<file path="src/ebr_pkg.sv">
// Shared definitions for the ellipse rasterizer core.
// Depends on nothing; used by ebr_step, ebr_out and the top level.
package ebr_pkg;

    localparam int AXIS_WIDTH_DEF  = 10;
    localparam int COORD_WIDTH_DEF = 16;

    // request codes
    localparam logic REQ_START = 1'b0;
    localparam logic REQ_NEXT  = 1'b1;

    // number of mirrored points in one group
    localparam int GROUP_SIZE = 4;
    localparam int GROUP_IDX_W = $clog2(GROUP_SIZE);

    // control from the step engine to the result buffer
    typedef struct packed {
        logic load;   // a point group is ready to be buffered
        logic done;   // the group is the ellipse's final one
    } t_grp_ctl;

endpackage

</file>
<file path="src/ebr_step.sv">
// One rasteriser step: mirrored points of the current point and the next
// (x, y, error) by the diagonal, horizontal or vertical choice. Uses ebr_pkg widths only.
module ebr_step #(
    parameter int AW = ebr_pkg::AXIS_WIDTH_DEF,
    parameter int CW = ebr_pkg::COORD_WIDTH_DEF
) (
    input  logic        [AW:0]       i_cur_x,
    input  logic signed [AW+1:0]     i_cur_y,
    input  logic signed [2*AW+15:0]  i_err,
    input  logic        [2*AW-1:0]   i_a2,
    input  logic        [2*AW-1:0]   i_b2,
    input  logic signed [3*AW+2:0]   i_ay,
    input  logic signed [3*AW+2:0]   i_bx,
    input  logic signed [CW-1:0]     i_ctr_x,
    input  logic signed [CW-1:0]     i_ctr_y,
    output logic        [AW:0]       o_n_cur_x,
    output logic signed [AW+1:0]     o_n_cur_y,
    output logic signed [2*AW+15:0]  o_n_err,
    output logic signed [3*AW+2:0]   o_n_ay,
    output logic signed [3*AW+2:0]   o_n_bx,
    output logic signed [CW:0]       o_px_p,
    output logic signed [CW:0]       o_px_m,
    output logic signed [CW:0]       o_py_p,
    output logic signed [CW:0]       o_py_m,
    output logic                     o_done
);
    localparam int EW = 2 * AW + 16;
    localparam int PW = 3 * AW + 3;
    localparam int TW = ((PW > EW) ? PW : EW) + 3;
    localparam int OW = CW + 1;

    logic signed [TW-1:0] w_a, w_b, w_d, w_ay, w_bx;
    logic signed [TW-1:0] w_ay_dec, w_bx_inc;
    logic signed [TW-1:0] w_t_neg, w_t_pos;
    logic signed [TW-1:0] w_d_diag, w_d_horiz, w_d_vert;
    logic                 w_d_neg, w_d_zero, w_t_le;
    logic                 w_step_x, w_step_y;
    logic signed [OW-1:0] w_cx, w_cy, w_x, w_y;

    always_comb begin
        w_a      = TW'(i_a2);
        w_b      = TW'(i_b2);
        w_d      = TW'(i_err);
        w_ay     = TW'(i_ay);
        w_bx     = TW'(i_bx);
        // A*y and B*x are tracked incrementally: A*(y-1), B*(x+1)
        w_ay_dec = w_ay - w_a;
        w_bx_inc = w_bx + w_b;

        w_t_neg  = ((w_d + w_ay) <<< 1) - w_a;
        w_t_pos  = ((w_d - w_bx) <<< 1) - w_b;

        w_d_diag  = w_d + ((w_bx_inc - w_ay_dec) <<< 1) + w_a + w_b;
        w_d_horiz = w_d + (w_bx_inc <<< 1) + w_b;
        w_d_vert  = w_d - (w_ay_dec <<< 1) + w_a;

        w_d_neg  = w_d[TW-1];
        w_d_zero = (w_d == '0);

        if (w_d_neg) begin
            w_t_le   = w_t_neg[TW-1] || (w_t_neg == '0);
            w_step_x = 1'b1;
            w_step_y = !w_t_le;
        end else if (!w_d_zero) begin
            w_t_le   = w_t_pos[TW-1] || (w_t_pos == '0);
            w_step_x = w_t_le;
            w_step_y = 1'b1;
        end else begin
            w_t_le   = 1'b0;
            w_step_x = 1'b1;
            w_step_y = 1'b1;
        end

        if (w_step_x && w_step_y) begin
            o_n_err = EW'(w_d_diag);
        end else if (w_step_x) begin
            o_n_err = EW'(w_d_horiz);
        end else begin
            o_n_err = EW'(w_d_vert);
        end

        o_n_cur_x = i_cur_x + (AW+1)'(w_step_x);
        o_n_cur_y = i_cur_y - (AW+2)'(w_step_y);
        o_n_ay    = w_step_y ? PW'(w_ay_dec) : i_ay;
        o_n_bx    = w_step_x ? PW'(w_bx_inc) : i_bx;
        o_done    = o_n_cur_y[AW+1];

        w_cx   = OW'(i_ctr_x);
        w_cy   = OW'(i_ctr_y);
        w_x    = OW'(i_cur_x);
        w_y    = OW'(i_cur_y);
        o_px_p = w_cx + w_x;
        o_px_m = w_cx - w_x;
        o_py_p = w_cy + w_y;
        o_py_m = w_cy - w_y;
    end

endmodule

</file>
<file path="src/ebr_out.sv">
// Result buffer: holds a group of four mirrored points; sends one per cycle
// while ready on a valid/ready channel. Uses ebr_pkg for t_grp_ctl.
module ebr_out #(
    parameter int OW = ebr_pkg::COORD_WIDTH_DEF + 1
) (
    input  logic                  i_clk,
    input  logic                  i_rst_n,
    input  ebr_pkg::t_grp_ctl     i_ctl,
    input  logic signed [OW-1:0]  i_px_p,
    input  logic signed [OW-1:0]  i_px_m,
    input  logic signed [OW-1:0]  i_py_p,
    input  logic signed [OW-1:0]  i_py_m,
    output logic                  o_can_load,
    output logic                  o_valid,
    input  logic                  i_ready,
    output logic signed [OW-1:0]  o_point_x,
    output logic signed [OW-1:0]  o_point_y,
    output logic                  o_last,
    output logic                  o_done_res
);
    localparam logic [ebr_pkg::GROUP_IDX_W-1:0] IDX_LAST =
        ebr_pkg::GROUP_IDX_W'(ebr_pkg::GROUP_SIZE - 1);

    logic                             r_full;
    logic [ebr_pkg::GROUP_IDX_W-1:0]  r_idx;
    logic                             r_done;
    logic signed [OW-1:0]             r_px_p, r_px_m, r_py_p, r_py_m;
    logic                             w_xfer, w_drain;

    assign w_xfer     = r_full && i_ready;
    assign w_drain    = w_xfer && (r_idx == IDX_LAST);
    assign o_can_load = !r_full || w_drain;

    always_ff @(posedge i_clk) begin
        if (!i_rst_n) begin
            r_full <= 1'b0;
            r_idx  <= '0;
        end else begin
            if (i_ctl.load) begin
                r_full <= 1'b1;
                r_idx  <= '0;
            end else if (w_drain) begin
                r_full <= 1'b0;
                r_idx  <= '0;
            end else if (w_xfer) begin
                r_idx <= r_idx + 1'b1;
            end
        end
    end

    always_ff @(posedge i_clk) begin
        if (i_ctl.load) begin
            r_px_p <= i_px_p;
            r_px_m <= i_px_m;
            r_py_p <= i_py_p;
            r_py_m <= i_py_m;
            r_done <= i_ctl.done;
        end
    end

    // order: (+x,+y), (-x,+y), (-x,-y), (+x,-y)
    always_comb begin
        case (r_idx)
            2'd0: begin
                o_point_x = r_px_p;
                o_point_y = r_py_p;
            end
            2'd1: begin
                o_point_x = r_px_m;
                o_point_y = r_py_p;
            end
            2'd2: begin
                o_point_x = r_px_m;
                o_point_y = r_py_m;
            end
            default: begin
                o_point_x = r_px_p;
                o_point_y = r_py_m;
            end
        endcase
    end

    assign o_valid    = r_full;
    assign o_last     = (r_idx == IDX_LAST);
    assign o_done_res = r_done;

endmodule

</file>
<file path="src/ellipse_bresenham_rasterizer_core.sv">
// Top level of the ellipse rasteriser: input register, step engine, result buffer.
// Depends on ebr_pkg, ebr_step and ebr_out.
//
// Use:
//   Input channel i_valid/o_ready carries a request. A start request
//   (i_req_type = 0) latches the centre and the semi-axes and yields no
//   output. A next request (i_req_type = 1) yields four points, the mirror
//   images of the current first-quadrant point, in the order (+x,+y),
//   (-x,+y), (-x,-y), (+x,-y); o_last marks the fourth, o_done_res marks all
//   four of the final group. A next request while no ellipse runs is
//   consumed silently. A start while an ellipse runs abandons it.
//   A group's first point is valid once its request has left the input register
//   and the group is loaded into the result buffer. A next request is bound by
//   the single output port, one point per cycle while ready; a start adds a
//   set-up cycle forming a^2*b for the initial error and product registers.
//   The input register takes the next request while the buffered group is
//   still draining. If the receiver stalls, the group holds and the block
//   stops taking further next requests once one is waiting.
//   Reset (synchronous, active low) empties all stages and leaves no ellipse
//   running.
module ellipse_bresenham_rasterizer_core #(
    parameter int AXIS_WIDTH  = ebr_pkg::AXIS_WIDTH_DEF,
    parameter int COORD_WIDTH = ebr_pkg::COORD_WIDTH_DEF
) (
    input  logic                          i_clk,
    input  logic                          i_rst_n,
    input  logic                          i_valid,
    output logic                          o_ready,
    input  logic                          i_req_type,
    input  logic signed [COORD_WIDTH-1:0] i_center_x,
    input  logic signed [COORD_WIDTH-1:0] i_center_y,
    input  logic        [AXIS_WIDTH-1:0]  i_semi_a,
    input  logic        [AXIS_WIDTH-1:0]  i_semi_b,
    output logic                          o_valid,
    input  logic                          i_ready,
    output logic signed [COORD_WIDTH:0]   o_point_x,
    output logic signed [COORD_WIDTH:0]   o_point_y,
    output logic                          o_last,
    output logic                          o_done_res
);
    localparam int AW = AXIS_WIDTH;
    localparam int EW = 2 * AW + 16;
    localparam int SW = 2 * AW;
    localparam int PW = 3 * AW + 3;
    localparam int OW = COORD_WIDTH + 1;

    // input register
    logic                          r_in_valid;
    logic                          r_in_req;
    logic signed [COORD_WIDTH-1:0] r_in_cx, r_in_cy;
    logic        [AW-1:0]          r_in_a, r_in_b;

    // ellipse state
    logic                          r_active;
    logic                          r_init_pend;
    logic        [AW:0]            r_cur_x;
    logic signed [AW+1:0]          r_cur_y;
    logic signed [EW-1:0]          r_err;
    logic        [SW-1:0]          r_a2, r_b2;
    logic signed [PW-1:0]          r_ay, r_bx;
    logic signed [COORD_WIDTH-1:0] r_ctr_x, r_ctr_y;

    logic                          w_is_start, w_take, w_can_load;
    logic [3*AW-1:0]               w_a2b;
    ebr_pkg::t_grp_ctl             w_ctl;

    logic        [AW:0]            n_cur_x;
    logic signed [AW+1:0]          n_cur_y;
    logic signed [EW-1:0]          n_err;
    logic signed [PW-1:0]          n_ay, n_bx;
    logic signed [OW-1:0]          w_px_p, w_px_m, w_py_p, w_py_m;
    logic                          w_done;

    assign w_is_start = (r_in_req == ebr_pkg::REQ_START);
    assign w_take     = r_in_valid && !r_init_pend && (w_is_start || !r_active || w_can_load);
    assign o_ready    = !r_in_valid || w_take;
    assign w_ctl.load = w_take && !w_is_start && r_active;
    assign w_ctl.done = w_done;

    // y holds b during the set-up cycle
    assign w_a2b = r_a2 * r_cur_y[AW-1:0];

    always_ff @(posedge i_clk) begin
        if (!i_rst_n) begin
            r_in_valid  <= 1'b0;
            r_active    <= 1'b0;
            r_init_pend <= 1'b0;
        end else begin
            if (o_ready) begin
                r_in_valid <= i_valid;
            end
            r_init_pend <= w_take && w_is_start;
            if (w_take && w_is_start) begin
                r_active <= 1'b1;
            end else if (w_ctl.load) begin
                r_active <= !w_done;
            end
        end
    end

    always_ff @(posedge i_clk) begin
        if (o_ready && i_valid) begin
            r_in_req <= i_req_type;
            r_in_cx  <= i_center_x;
            r_in_cy  <= i_center_y;
            r_in_a   <= i_semi_a;
            r_in_b   <= i_semi_b;
        end
        if (w_take && w_is_start) begin
            r_a2    <= r_in_a * r_in_a;
            r_b2    <= r_in_b * r_in_b;
            r_cur_x <= '0;
            r_cur_y <= (AW+2)'(r_in_b);
            r_ctr_x <= r_in_cx;
            r_ctr_y <= r_in_cy;
        end
        if (r_init_pend) begin
            r_err <= EW'(r_a2) + EW'(r_b2) - (EW'(w_a2b) <<< 1);
            r_ay  <= PW'(w_a2b);
            r_bx  <= '0;
        end
        if (w_ctl.load) begin
            r_cur_x <= n_cur_x;
            r_cur_y <= n_cur_y;
            r_err   <= n_err;
            r_ay    <= n_ay;
            r_bx    <= n_bx;
        end
    end

    ebr_step #(
        .AW (AXIS_WIDTH),
        .CW (COORD_WIDTH)
    ) u_step (
        .i_cur_x   (r_cur_x),
        .i_cur_y   (r_cur_y),
        .i_err     (r_err),
        .i_a2      (r_a2),
        .i_b2      (r_b2),
        .i_ay      (r_ay),
        .i_bx      (r_bx),
        .i_ctr_x   (r_ctr_x),
        .i_ctr_y   (r_ctr_y),
        .o_n_cur_x (n_cur_x),
        .o_n_cur_y (n_cur_y),
        .o_n_err   (n_err),
        .o_n_ay    (n_ay),
        .o_n_bx    (n_bx),
        .o_px_p    (w_px_p),
        .o_px_m    (w_px_m),
        .o_py_p    (w_py_p),
        .o_py_m    (w_py_m),
        .o_done    (w_done)
    );

    ebr_out #(
        .OW (OW)
    ) u_out (
        .i_clk      (i_clk),
        .i_rst_n    (i_rst_n),
        .i_ctl      (w_ctl),
        .i_px_p     (w_px_p),
        .i_px_m     (w_px_m),
        .i_py_p     (w_py_p),
        .i_py_m     (w_py_m),
        .o_can_load (w_can_load),
        .o_valid    (o_valid),
        .i_ready    (i_ready),
        .o_point_x  (o_point_x),
        .o_point_y  (o_point_y),
        .o_last     (o_last),
        .o_done_res (o_done_res)
    );

    // set-up cycle blocks the engine
    a_init_stall: assert property (@(posedge i_clk) disable iff (!i_rst_n)
        r_init_pend |-> !w_take)
        else $error("request taken during set-up cycle");

    a_start_setup: assert property (@(posedge i_clk) disable iff (!i_rst_n)
        (w_take && w_is_start) |=> (r_init_pend && r_active))
        else $error("start not followed by set-up");

    a_no_overrun: assert property (@(posedge i_clk) disable iff (!i_rst_n)
        w_ctl.load |-> w_can_load)
        else $error("point group loaded over an undrained group");

    a_active_y: assert property (@(posedge i_clk) disable iff (!i_rst_n)
        r_active |-> !r_cur_y[AW+1])
        else $error("running ellipse with negative y");

endmodule

</file>
<file path="config.mk">
export PLATFORM = sky130hd
export DESIGN_NAME = ellipse_bresenham_rasterizer_core
export DESIGN_NICKNAME = d
export VERILOG_FILES = /design/src/ebr_pkg.sv /design/src/ebr_step.sv /design/src/ebr_out.sv /design/src/ellipse_bresenham_rasterizer_core.sv
export SDC_FILE = /design/constraint.sdc
export NUM_CORES = 2
export LEC_CHECK = 0
export ABC_AREA = 0
export BUFFER_PORTS_ARGS = -buffer_cell sky130_fd_sc_hd__buf_2
export CORE_ASPECT_RATIO = 1.75
export CORE_UTILIZATION = 45
export CTS_CLUSTER_SIZE = 40
export DETAILED_ROUTE_END_ITERATION = 8
export GPL_ROUTABILITY_DRIVEN = 0
export PLACE_DENSITY = 0.63
export SLEW_MARGIN = 40
export SYNTH_ARGS = -nofsm -noshare
export SYNTH_HDL_FRONTEND = slang
export SYNTH_HIERARCHICAL = 1
export SYNTH_SLANG_ARGS = --single-unit
</file>
<file path="constraint.sdc">
create_clock -name i_clk -period 9.64 [get_ports i_clk]
set_input_delay 1.446 -clock i_clk [delete_from_list [all_inputs] [get_ports i_clk]]
set_output_delay 1.446 -clock i_clk [all_outputs]
set_load 0.01 [all_outputs]
</file>
# After elaboration in Yosys (flattened, before gate mapping)
# Cells that the tools add are included.
dict set report totals {
  ram_bits 0
  latchBits 0
  output_inout_bits 38
  register_bits 325
  romBits 0
  mem_count 0
  inputBits 57
}
dict set report op_classes {
  n_addsub 23
  multipliers 3
  magnitude_cmp 0
  n_mux 23
  n_eq_ne 5
  n_bitwise 2
  shifts 0
  n_reduce_logical 33
  div_mod_pow 0
}
# cell count
set op_table {}
lappend op_table {{$mux W33} 6}
lappend op_table {{$add A36 B21 Y36} 4}
lappend op_table {{$mux W36} 4}
lappend op_table {{$logic_not A39 Y1} 3}
lappend op_table {{$sub A39 B21 Y39} 2}
lappend op_table {{$mul A10 B10 Y20} 2}
lappend op_table {{$add A36 B33 Y37} 1}
lappend op_table {{$sub A36 B33 Y37} 1}
lappend op_table {{$add A36 B35 Y36} 1}
lappend op_table {{$add A36 B36 Y36} 1}
lappend op_table {{$sub A36 B35 Y36} 1}
lappend op_table {{$sub A34 B34 Y35} 1}
lappend op_table {{$add A16 B12 Y17} 2}
lappend op_table {{$add A33 B21 Y34} 1}
lappend op_table {{$mux W17} 2}
lappend op_table {{$sub A16 B12 Y17} 2}
lappend op_table {{$sub A33 B21 Y34} 1}
lappend op_table {{$sub A21 B31 Y32} 1}
lappend op_table {{$mul A20 B10 Y30} 1}
lappend op_table {{$mux W12} 2}
lappend op_table {{$mux W11} 2}
lappend op_table {{$add A20 B20 Y21} 1}
lappend op_table {{$sub A12 B1 Y12} 1}
lappend op_table {{$add A11 B1 Y11} 1}
lappend op_table {{other kinds (14)} 45}

# Logic depth before layout (Yosys ltp)
dict set report logic_depth {
  depth_word 10
  depth_mapped 44
}

# Hierarchy
# Netlist, hierarchy kept.
# mod seq_area_each_um2 area_each_um2 instances cells_per_inst
set by_module_without_submodules {}
lappend by_module_without_submodules {ellipse_bresenham_rasterizer_core 7507.2 22290.1 1 2128}
lappend by_module_without_submodules {ebr_step 0.0 20967.6 1 2913}
lappend by_module_without_submodules {ebr_out 2132.0 2726.4 1 125}

# Worst setup path before layout
# Ideal clock, no wire load.
dict set report synth_timing {
  kind {flip-flop to flip-flop}
  start {register r_cur_y[2]}
  end {register r_err[31] (data pin)}
  synth_period_minus_slack_ps 8042
  setup_slack_ps 1598
  required_ps 9375
  stages_incl_launch_ff 34
  n_path_buf 2
  t_arrival_ps 7778
  cell_sequence {edfxtp_1 > clkbuf_1 > clkbuf_1 > nand2_1 > fa_1 > inv_1 > fa_1 > inv_1 > fa_1 > inv_1 > fa_1 > inv_1 > fa_1 > inv_1 > ha_1 > nor3_1 > nor2_1 > o211a_1 > nor3_1 > o21ai_0 > xor2_1 > fa_1 > inv_1 > ha_1 > nand2_1 > o21ai_1 > nand2b_1 > o31ai_1 > nor2_1 > a31o_1 > nor3b_4 > or4b_4 > o31ai_4 > nand2_1}
}
dict set report synth_between {
  elab_chain_len 4
}
# element line_no
set synth_lines {}
lappend synth_lines {{start: declaration} ellipse_bresenham_rasterizer_core.sv:57} ;# logic signed [AW+1:0] r_cur_y;
lappend synth_lines {{start signal: assignment} ellipse_bresenham_rasterizer_core.sv:113} ;# r_cur_y <= (AW+2)'(r_in_b);
lappend synth_lines {{start signal: assignment} ellipse_bresenham_rasterizer_core.sv:124} ;# r_cur_y <= n_cur_y;
lappend synth_lines {{$mul A20 B10 Y30} ellipse_bresenham_rasterizer_core.sv:81} ;# assign w_a2b = r_a2 * r_cur_y[AW-1:0];
lappend synth_lines {{$sub A21 B31 Y32} ellipse_bresenham_rasterizer_core.sv:118} ;# r_err <= EW'(r_a2) + EW'(r_b2) - (EW'(w_a2b) <<< 1);
lappend synth_lines {{$mux W36} ellipse_bresenham_rasterizer_core.sv:117} ;# if (r_init_pend) begin
lappend synth_lines {{$mux W36} ellipse_bresenham_rasterizer_core.sv:122} ;# if (w_ctl.load) begin
lappend synth_lines {{end signal: assignment} ellipse_bresenham_rasterizer_core.sv:118}
lappend synth_lines {{end signal: assignment} ellipse_bresenham_rasterizer_core.sv:125} ;# r_err <= n_err;
lappend synth_lines {{end: declaration} ellipse_bresenham_rasterizer_core.sv:58} ;# logic signed [EW-1:0] r_err;
# No other way between the ends. The select of a mux whose other input is x is not followed.
# A chain may end at the register's enable or synchronous reset.

# Worst setup path after layout
dict set report layout_timing {
  start {register r_ay[0]}
  end {register r_err[32] (data pin)}
}
dict set report layout_between {
  elab_chain_len 9
  word_cells_on_any_way 17
}
# element line_no
set layout_lines {}
lappend layout_lines {{start: declaration} ellipse_bresenham_rasterizer_core.sv:60} ;# logic signed [PW-1:0] r_ay, r_bx;
lappend layout_lines {{start signal: assignment} ellipse_bresenham_rasterizer_core.sv:119} ;# r_ay <= PW'(w_a2b);
lappend layout_lines {{start signal: assignment} ellipse_bresenham_rasterizer_core.sv:126} ;# r_ay <= n_ay;
lappend layout_lines {{parallel branches: the longest is 7 deep, another holds $add A36 B36 Y36} -}
lappend layout_lines {{$mux W36 *} ebr_step.sv:74} ;# if (w_step_x && w_step_y) begin
lappend layout_lines {{named net n_err[32]} ellipse_bresenham_rasterizer_core.sv:69} ;# logic signed [EW-1:0] n_err;
lappend layout_lines {{$mux W36 *} ellipse_bresenham_rasterizer_core.sv:122}
# Mark *: on every way through the listed nets, which the timed path passes.

==> results list <==
- The count of nets left with antenna violations once routing finished came out at 0.
- In this run the critical register-to-register path is launched from r_ay[0]$_DFFE_PP_.
- After detailed routing, the average wire length per cell comes to 20.61 um.
* Critical Path AT: 9.35 ns
* Nets: 6,213
- TritonCTS clock tree: yes
* Number of placed cells counting well taps: 6,518
- Unrepaired setup endpoints after global routing: no
- Total number of yosys warnings: 6
- Number of different library cells in the post-synthesis netlist: 108
- Count of fill cells added during filler insertion: 9,831
* Sequential cell area: 9639 um^2
* Setup Buffers After CTS: 0
- Diode count: 0
- The first routing iteration left 1,801 violations.
- Clock tree synthesis selected as its root buffer the cell sky130_fd_sc_hd__clkbuf_16.
- Routed met1 length: 46,130 um
- From left edge to right edge, the die measures 243.6 um.
- Static timing analysis puts the maximum clock frequency at 0.1108 GHz.
* Ys flop type: sky130_fd_sc_hd__edfxtp_1
* Final critical-path required period: 9.027 ns
- Tcrit/Tclk final: 93.64%
- In this run the worst setup path terminates at r_err[32]$_DFFE_PP_.
- Type of the most critical hold path: reg2reg
- Final count of hold timing violations: 0
- Required @ worst endpoint: 9.97 ns
- STA classifies the critical path startpoint as a flop.
* Pre-Repair DR Iteration Count: 5
* Layout cell share with drive strength beyond 1: 6.371%
- Port buffering added 94 buffers.
- Cell with the most instances after synthesis: sky130_fd_sc_hd__inv_1
- After floorplanning, the core was divided into 154 placement rows.
* Total Routing Usage GR: 26.29%
* Worst setup skew after layout: 0.02481 ns
- In this run the critical register-to-register path is captured at r_err[32]$_DFFE_PP_.
- Crit path top cell by count: sky130_fd_sc_hd__a21oi_1
- CP Max Fanout: 6
* Pins Over Slew Limit: 0
* Cell type with the largest total area after synthesis: sky130_fd_sc_hd__edfxtp_1
* Number of cell instances on the worst register-to-register path: 42
- Measured against its own limit, the worst slew margin works out to 38.82%.
- Vertical die dimension: 424.9 um
- Of the post-synthesis cell area, the dominant cell type holds 20.70%.
- Final setup fails: 0
* Outcome: finished, final reports clean
- Flip-flop and latch count after synthesis: 323
- After detailed routing, the met3 layer carries 5500 um of wire.
- Via count of the first global-routing pass: 38,520
* Total vias in the final route: 37,280
- GRT overflow: 0
- The finished layout holds 6,584 standard cells, fillers aside.
- Worst setup path category: reg2reg
- Post-route DRC: 0
- The multi-input combinational cells in the finished layout cover a total of 33,250 um^2.
- For this design, the sink count on the clock tree is 323.
- The worst setup path is captured at a flop.
- Number of synthesized flops with an enable pin: 317
- Wire length after detailed routing: 135,700 um
* Uppermost signal routing layer after detailed routing: met5
- List of most frequent post-synthesis cells: sky130_fd_sc_hd__inv_1, sky130_fd_sc_hd__ha_1, sky130_fd_sc_hd__nand2_1
- Leading post-synthesis cells by cell area: sky130_fd_sc_hd__edfxtp_1, sky130_fd_sc_hd__ha_1, sky130_fd_sc_hd__fa_1, sky130_fd_sc_hd__inv_1, sky130_fd_sc_hd__xnor2_1
- Critical Path Start: r_ay[0]$_DFFE_PP_
* Core Box Area: 101,000 um^2
* Via/cell ratio: 5.662
- In this run the count of I/O pins placed on the die edge is 95.
* Aggregate negative setup slack: 0 ns
* Minimum setup slack among reg-to-reg paths: 0.61 ns
* Slowest cell delay on critical path: 0.44 ns
- Part of the Yosys area used for sequential elements: 20.96%
- Die Area: 103,500 um^2
- The later pin in the worst-skew pair is clocked with a latency of 0.61 ns.
- Cell area after synthesis: 45,980 um^2
- CP max-delay cell: sky130_fd_sc_hd__fa_1
- Instance count of the mapped netlist: 5,166
- Detailed placement ended at an HPWL of 109,600 um.
* Antenna violations before repair: 2
* Wire length of the first global-routing pass: 210,100 um
- Met2 WL post-DR: 70,090 um
- Maximum Capacitance Violations: 0
* Starting density of the core: 45.54%
- Of all flip-flops after synthesis, the portion carrying an async set or reset was 0%.
* Synth Area per Inst: 8.901 um^2
- Pin slew with the least headroom to its limit: 0.9122 ns
- Clock tree buffer depth: 3
- Largest net degree at the start of global routing: 112
- Register clock-pin slew on the reported worst setup and hold paths: 0.07 ns
- Buffers inserted during clock tree synthesis total 36.
* Layout area overhead: 7.096%
- Deepest level of the CTS H-tree: 2
[state kept, by name (all words and copies together), names as in the netlist, 16 cells and up]
name          count
u_out/r_px_m     17
r_b2             19
r_ctr_x          16
r_a2             19
u_out/r_py_p     17
r_ay             33
r_bx             33
r_in_cx          16
r_in_cy          16
r_ctr_y          16
u_out/r_px_p     17
r_err            36
u_out/r_py_m     17
[layout make-up]
type | instances | area share (%)
Clock inverter | 20 | 0.4395
Clock buffer | 42 | 1.875
Multi-Input combinational cell | 4028 | 67.52
Sequential cell | 323 | 19.57
Tap cell | 1326 | 3.369
Inverter | 693 | 5.300
Timing Repair Buffer | 152 | 1.928
[what timing repair did]
item                       in CTS  in global routing
resized for setup               0                  1
hold buffers                    0                  0
setup endpoints to repair       0                  2
[logic make-up (layout without fill, tap and decap cells)]
kind of cell / Yosys count / in the layout / synth area share, %
xor+xnor: 426 / 426 / 8.130
flops: 323 / 323 / 20.96
buf+inv: 825 / 907 / 6.985
mux: 73 / 73 / 1.790
other cells: 2 / 12 / 0.01633
simple gates: 1442 / 1442 / 15.39
fa+ha+maj: 922 / 922 / 30.52
compound gates: 1153 / 1153 / 16.20
[how the worst min path moves through the flow]
stage                          start  cells past startpoint  slack (ns)                     to
2_1_floorplan   r_in_cx[0]$_DFFE_PP_                      0        0.40   r_ctr_x[0]$_DFFE_PP_
3_3_place_gp   r_in_cx[12]$_DFFE_PP_                      0        0.40  r_ctr_x[12]$_DFFE_PP_
3_5_place_dp    r_in_cx[4]$_DFFE_PP_                      0        0.40   r_ctr_x[4]$_DFFE_PP_
4_1_cts         r_in_cy[5]$_DFFE_PP_                      0        0.42   r_ctr_y[5]$_DFFE_PP_
5_1_grt        r_in_cx[11]$_DFFE_PP_                      0        0.43  r_ctr_x[11]$_DFFE_PP_
6_report        r_in_cy[5]$_DFFE_PP_                      0        0.41   r_ctr_y[5]$_DFFE_PP_
[critical path: cells and delay by family (launching register included)]
kind / cells / cell delay (ns)
AOI/OAI and AO/OA: 23 / 4.83
buffers and inverters: 2 / 0.15
adders and majority gates: 6 / 1.88
xor gates and xnor gates: 3 / 0.50
and+or+nand+nor: 8 / 0.98
DFF: 1 / 0.40
[layout by cell type, fill, tap and decap left out, drive strengths merged, types with 152 or more instances in the layout]
cell,count
a21oi,399
buf,152
xnor2,280
and2,206
ha,589
fa,333
nand2,463
o21ai,232
edfxtp,317
inv,692
nor2,298
[metal layers]
layer	GRT usage [%]	up-vias
met5	0	-
met3	3.613	528
met2	49.08	1017
li1	-	17840
met1	24.93	17890
met4	23.02	4
[stage by stage]
step | hold WS (ns) | cell area (um^2) | setup slack (ns) | util [%]
4_1_cts | 0.4185 | 49190 | 0.6483 | 48.72
3_3_place_gp | 0.4001 | 47990 | 0.9107 | 47.53
2_1_floorplan | 0.4003 | 46020 | 1.598 | -
6_report | 0.4123 | 49250 | 0.6135 | 48.78
5_1_grt | 0.4272 | 49250 | 0.04674 | 48.78
3_5_place_dp | 0.4045 | 48050 | 0.7832 | 47.59
Power is not shown: default switching activity piles up to over one toggle a cycle in this logic, so the estimate is an artifact.
